<file path="config.mk">
export PLATFORM = sky130hd
export DESIGN_NAME = rcb_mul
export DESIGN_NICKNAME = d
export VERILOG_FILES = /design/src/rtl/rcb_pkg.sv /design/src/rtl/rcb_mul.sv
export SDC_FILE = /design/constraint.sdc
export NUM_CORES = 2
export LEC_CHECK = 0
export BUFFER_PORTS_ARGS = -buffer_cell sky130_fd_sc_hd__buf_4
export CORE_MARGIN = 2
export CORE_UTILIZATION = 45
export CTS_CLUSTER_SIZE = 25
export DETAILED_ROUTE_END_ITERATION = 8
export PLACE_DENSITY = 0.7
export SLEW_MARGIN = 25
export SYNTH_ARGS = -nofsm -noshare
export SYNTH_HDL_FRONTEND = slang
export SYNTH_SLANG_ARGS = --single-unit
</file>
<file path="constraint.sdc">
create_clock -name clk -period 8.5 [get_ports clk]
set_input_delay 1.275 -clock clk [delete_from_list [all_inputs] [get_ports clk]]
set_output_delay 1.275 -clock clk [all_outputs]
set_load 0.01 [all_outputs]
</file>
<file path="src/rtl/rcb_pkg.sv">
// Package: shared constants and widths for the ray / circle bounce hit test.
`timescale 1ns / 1ps
package rcb_pkg;

  localparam int FRAC_BITS_DEF = 16;
  localparam int CENTER_W      = 19;
  localparam int RADIUS_W      = 18;
  localparam int SLOPE_W       = 17;
  localparam int OUTCOME_W     = 2;
  localparam int IN_DATA_W     = 56;
  localparam int OUT_DATA_W    = 8;

  localparam logic [SLOPE_W-1:0] SLOPE_RESET = 17'd37838;

  // multiplier limb width and latency (magnitude, products, rows, sum)
  localparam int CHUNK   = 32;
  localparam int MUL_LAT = 4;

  typedef enum logic [OUTCOME_W-1:0] {
    OUT_MISS   = 2'd0,
    OUT_INSIDE = 2'd1,
    OUT_AWAY   = 2'd2,
    OUT_HIT    = 2'd3
  } outcome_t;

  function automatic int imax(input int p, input int q);
    imax = (p > q) ? p : q;
  endfunction

endpackage

</file>
<file path="src/rtl/rcb_mul.sv">
// Pipelined signed multiplier built from 32x32 limb products.
`timescale 1ns / 1ps
module rcb_mul #(
  parameter int AW = 32,
  parameter int BW = 32
) (
  input  logic                     clk,
  input  logic                     en,
  input  logic signed [AW-1:0]     a,
  input  logic signed [BW-1:0]     b,
  output logic signed [AW+BW-1:0]  p
);
  import rcb_pkg::*;

  localparam int NA = (AW + CHUNK - 1) / CHUNK;
  localparam int NB = (BW + CHUNK - 1) / CHUNK;
  localparam int PW = (NA + NB) * CHUNK;

  logic [NA*CHUNK-1:0]   ma_r, ma_nxt;
  logic [NB*CHUNK-1:0]   mb_r, mb_nxt;
  logic                  neg0_r, neg1_r, neg2_r;
  logic [2*CHUNK-1:0]    pp_r [NA][NB];
  logic [PW-1:0]         row_r [NA];
  logic [PW-1:0]         row_nxt [NA];
  logic [PW-1:0]         sum;
  logic signed [AW+BW-1:0] p_r, p_nxt;

  always_comb begin
    logic [AW-1:0] am;
    logic [BW-1:0] bm;
    am = a[AW-1] ? (~a + 1'b1) : a;
    bm = b[BW-1] ? (~b + 1'b1) : b;
    ma_nxt = (NA*CHUNK)'(am);
    mb_nxt = (NB*CHUNK)'(bm);
  end

  always_comb begin
    for (int i = 0; i < NA; i++) begin
      row_nxt[i] = '0;
      for (int j = 0; j < NB; j++) begin
        row_nxt[i] = row_nxt[i] + (PW'(pp_r[i][j]) << (j * CHUNK));
      end
    end
  end

  always_comb begin
    sum = '0;
    for (int i = 0; i < NA; i++) begin
      sum = sum + (row_r[i] << (i * CHUNK));
    end
    p_nxt = neg2_r ? $signed((AW+BW)'(~sum + 1'b1)) : $signed((AW+BW)'(sum));
  end

  always_ff @(posedge clk) begin
    if (en) begin
      ma_r   <= ma_nxt;
      mb_r   <= mb_nxt;
      neg0_r <= a[AW-1] ^ b[BW-1];
      for (int i = 0; i < NA; i++) begin
        for (int j = 0; j < NB; j++) begin
          pp_r[i][j] <= ma_r[i*CHUNK +: CHUNK] * mb_r[j*CHUNK +: CHUNK];
        end
      end
      neg1_r <= neg0_r;
      for (int i = 0; i < NA; i++) begin
        row_r[i] <= row_nxt[i];
      end
      neg2_r <= neg1_r;
      p_r    <= p_nxt;
    end
  end

  assign p = p_r;

endmodule

</file>
Yosys cells after proc, flatten, opt, wreduce, memory -nomap -nowiden:

Memory sizes are Yosys's and may differ from the RTL's.
Cells that the tools add are included.
Widths: inputs -> output; s select.

* $add $sub $neg: 3
* $mul: 1
* div/mod/pow operators: 0
* magnitude comparators: 0
* equal/unequal tests: 0
* shift-type cells: 0
* multiplexer cells: 5
* bitwise gates (word level): 4
* reductions and logical operators: 0

Operator list (number)
* $add 32x1->32 const B: 2
* $add 64x1->64 const B: 1
* $mul 32x32->64: 1
* $mux 64: 1
* $not 32->32: 2
* $not 64->64: 1
* $mux 31: 2
* $mux 1: 2
* $xor 1x1->1: 1

* register bits: 131
* latch bits: 0
* bits in writable memories: 128
* ROM bits: 0
* bits of input ports: 66
* logic and storage cells: 23
* memories kept: 2

Memories
* pp_r: depth 1, bits a word 64, read ports 1, clocked after memory_dff 0, write ports 1, line rcb_mul.sv:22 `logic [2*CHUNK-1:0] pp_r [NA][NB];`
* row_r: depth 1, bits a word 64, read ports 1, clocked after memory_dff 0, write ports 1, line rcb_mul.sv:23 `logic [PW-1:0] row_r [NA];`

Longest topological paths before layout:

An unclocked memory read counts as a cell.

* depth in word-level cells: 4
* mapped depth: 27

Worst setup path before layout:

OpenSTA, ideal clock, no wires.

* path type: reg2reg
* start point: reg mb_r[8]
* end point: mem pp_r[0][60] (netlist name) (data pin)
* library setup time: 0.265 ns
* arrival time: 7.042 ns
* setup slack: 1.192 ns
* stages on the path, launching flop included: 24
* clock period less this slack: 7.308 ns
* path through: edfxtp_1 -> clkbuf_1 -> and2_1 -> fa_1 -> fa_1 -> inv_1 -> fa_1 -> fa_1 -> inv_1 -> fa_1 -> fa_1 -> fa_1 -> fa_1 -> ha_1 -> clkbuf_1 -> a21oi_1 -> o21ai_0 -> a31oi_1 -> o21ai_0 -> o2111ai_1 -> a211oi_1 -> a2111oi_2 -> o21ai_0 -> xor2_1

* longest elaborated chain between the ends: 1

RTL lines
* start, declared: line rcb_mul.sv:20 `logic [NB*CHUNK-1:0] mb_r, mb_nxt;`
* start signal, assigned: line rcb_mul.sv:57 `mb_r <= mb_nxt;`
* $mul 32x32->64: line rcb_mul.sv:61 `pp_r[i][j] <= ma_r[i*CHUNK +: CHUNK] * mb_r[j*CHUNK +: CHUNK];`
* end, declared: line rcb_mul.sv:22

Every way passes these cells.

Worst setup path after layout:

* start point: reg ma_r[17]
* end point: mem pp_r[0][56] (netlist name) (data pin)

* longest elaborated chain between the ends: 1

RTL lines
* start, declared: line rcb_mul.sv:19 `logic [NA*CHUNK-1:0] ma_r, ma_nxt;`
* start signal, assigned: line rcb_mul.sv:56 `ma_r <= ma_nxt;`
* $mul 32x32->64: line rcb_mul.sv:61

Every way passes these cells.

==> impl_metrics.env <==
export IMPL_crit_type="flip-flop to flip-flop"
export IMPL_wl_per_cell_um=19.2
export IMPL_core_area_um2=96400
export IMPL_synth_top_area_frac=0.411
export IMPL_postSynthAreaPerCell_um2=10.1
export IMPL_fin_area_um2=47300
export IMPL_arrival_ns=8.69
export IMPL_cp_slowest_stage_delay_ns=0.74
export IMPL_yosysSeqAreaShare=0.178
export IMPL_hpwl_um=90100
export IMPL_ff2ff_setup_slack_ns=0.24
export IMPL_rows=114
export IMPL_worst_path_buf_inv=4
export IMPL_multi_input_area_um2=31800
export IMPL_yosysTopAreaCell="fa_1"
export IMPL_overflow=0
export IMPL_drcViolationCount=0
export IMPL_finalSetupTns_ns=0
export IMPL_setup_viol=0
export IMPL_worst_r2r_path_depth=22
export IMPL_end_kind="flip-flop"
export IMPL_worstMarginPinSlew_ns=0.972
export IMPL_cts_root_to_sink_buffers=3
export IMPL_crit_chain="and2_1, fa_1, fa_1, inv_1, fa_1, fa_1, inv_1, fa_1, fa_1, fa_1, fa_1, ha_1, nand4_1, or3_1, a211oi_2, o2111ai_1, buf_4, a211oi_1, a2111oi_2, buf_4, a2111o_1, o211ai_1"
export IMPL_period_needed_ns=8.26
export IMPL_slew_limit_headroom=0.352
export IMPL_async_flop_share=0
export IMPL_yosys_top_cells_count="896 x fa_1, 875 x inv_1, 632 x and2_1, 490 x nand2_1, 266 x ha_1"
export IMPL_ys_ff_latch=259
export IMPL_syn_nets=5552
export IMPL_crit_top_cell="fa_1"
export IMPL_root_buffer="clkbuf_16"
export IMPL_via_per_inst=5.18
export IMPL_nNetsFinal=5602
export IMPL_drt_total_wl_um=109000
export IMPL_reg2reg_from="ma_r[17]"
export IMPL_start_util=0.453
export IMPL_grt_pass1_vias=31108
export IMPL_grt_antenna_before_repair=1
export IMPL_tritoncts="done"
export IMPL_place_ws_ns=0.205
export IMPL_ys_warn_count=0
export IMPL_timing_fmax_ghz=0.121
export IMPL_endpoint="pp_r[0][56]"
export IMPL_path_clk_slew_ns=0.07
export IMPL_place_area_um2=46200
export IMPL_ys_types=59
export IMPL_die_y_um=316
export IMPL_n_fill_cell=8798
export IMPL_yosysMostFrequentCell="fa_1"
export IMPL_drt_initial_drc_count=1787
export IMPL_setup_ws_ns=0.244
export IMPL_cp_data_required_time_ns=8.93
export IMPL_skew_ns=0.0107
export IMPL_grt_pass1_wl_um=174000
export IMPL_grt_max_degree=99
export IMPL_cp_start_kind="flip-flop"
export IMPL_critPathSlowestCell="edfxtp_1"
export IMPL_clock_sinks=259
export IMPL_hp_class="flip-flop to flip-flop"
export IMPL_grt_use_total=0.225
export IMPL_drtPass1Iterations=5
export IMPL_place_congestion=0.907
export IMPL_cts_buffers_inserted=30
export IMPL_worstPathMaxFanout=14
export IMPL_ant_nets=0
export IMPL_hold_buffers=0
export IMPL_critical_path_startpoint="ma_r[17]"
export IMPL_htreeDepth=1
export IMPL_die_w_um=316
export IMPL_synth_edf_count=259
export IMPL_rsz0062_at_grt="no"
export IMPL_rr_endpoint="pp_r[0][56]"
export IMPL_status="finished, final reports clean"
export IMPL_vias=29375
export IMPL_instances_no_fill=5671
export IMPL_io_buffers=129
export IMPL_syn_inst=4324
export IMPL_synth_area_leaders="fa_1 41%, edfxtp_1 18%, and2_1 9.0%"
export IMPL_cap_violations=0
export IMPL_areaGrowthSynthToFinish_pct=8.18
export IMPL_diodes=0
export IMPL_final_hold_violation_count=0
export IMPL_dp_cells=5611
export IMPL_ys_flop_type="edfxtp_1"
export IMPL_seqCellArea_um2=7780
export IMPL_min_period_over_period=0.971
export IMPL_io_pins=130
export IMPL_die_area_um2=99600
export IMPL_finalMaxSlewViolations=0
export IMPL_cp_num_cells=22
export IMPL_netlist_area_um2=43700
export IMPL_cpLargestDelayFamily="adder cells"
export IMPL_layout_drive_gt1_share=0.0705
export IMPL_clk_latency_ns=0.60
==> worst min-delay path by stage <==
stage / startpoint / cells past startpoint / end / slack [ns]
after CTS: pp_r[0][20] / 0 / row_r[0][20] / 0.41
after detailed placement: pp_r[0][58] / 0 / row_r[0][58] / 0.40
after floorplan: neg0_r / 0 / neg1_r / 0.40
after global placement: pp_r[0][54] / 0 / row_r[0][54] / 0.40
after global routing: pp_r[0][62] / 0 / row_r[0][62] / 0.42
final: pp_r[0][29] / 0 / row_r[0][29] / 0.42
==> per-layer routing <==
| layer | GRT usage | up-vias | routed length (µm) |
|---|---|---|---|
| li1 | - | 13164 | - |
| met1 | 0.332 | 14931 | 48600 |
| met2 | 0.338 | 1171 | 46800 |
| met3 | 0.0615 | 107 | 11900 |
| met4 | 0.0341 | 2 | 1450 |
| met5 | 0 | - | 13 |
==> stage by stage <==
step,hold slack [ns],util
6_report,0.416,0.490
2_1_floorplan,0.400,-
3_5_place_dp,0.405,0.479
3_3_place_gp,0.402,0.479
5_1_grt,0.422,0.490
4_1_cts,0.412,0.489
==> cells in the final DEF (no fill, tap or decap), types with 18 or more instances in the layout <==
master,Yosys,layout
or3_1,18,18
o21ai_0,73,73
clkbuf_16,0,30
inv_1,875,875
nand2_1,490,490
o21bai_1,19,19
ha_1,266,266
o41ai_1,18,18
and2_1,632,632
xnor2_1,148,148
a21o_1,40,40
xor2_1,33,33
a21oi_1,75,75
o31ai_1,34,34
fa_1,896,896
buf_4,1,242
nand3_1,21,21
nor2_1,44,44
nor3_1,18,18
edfxtp_1,259,259
nand4_1,18,18
==> final cells by class <==
cell class	instances	area share
Timing Repair Buffer	245	0.0393
Multi-Input combinational cell	2963	0.672
Sequential cell	259	0.165
Clock buffer	35	0.0163
Clock inverter	18	0.00437
Inverter	875	0.0695
Tap cell	1276	0.0338
==> what timing repair did <==
item / 4_1_cts / 5_1_grt
endpoints found under the setup margin: 0 / 1
setup buffers: 0 / 5
resized for setup: 0 / 1
==> logic make-up (layout without fill, tap and decap cells) <==
logic type / count (synthesis) / count (layout) / synth area share
flip-flops: 259 / 259 / 0.178
AND/OR/NAND/NOR: 1302 / 1302 / 0.156
AO/OA/AOI/OAI: 318 / 318 / 0.0476
adder cells (fa/ha/maj): 1162 / 1162 / 0.487
XOR/XNOR: 181 / 181 / 0.0363
buffers and inverters: 1102 / 1173 / 0.0949
==> sequential cells by signal (all words and copies together), names as in the netlist <==
register / count
p: 64
pp_r: 64
row_r: 64
ma_r: 32
mb_r: 32
neg0_r: 1
neg1_r: 1
neg2_r: 1
Power is left out: the tool's default activity adds up to more than one toggle a clock period on the data nets, which glitch-free logic cannot reach.
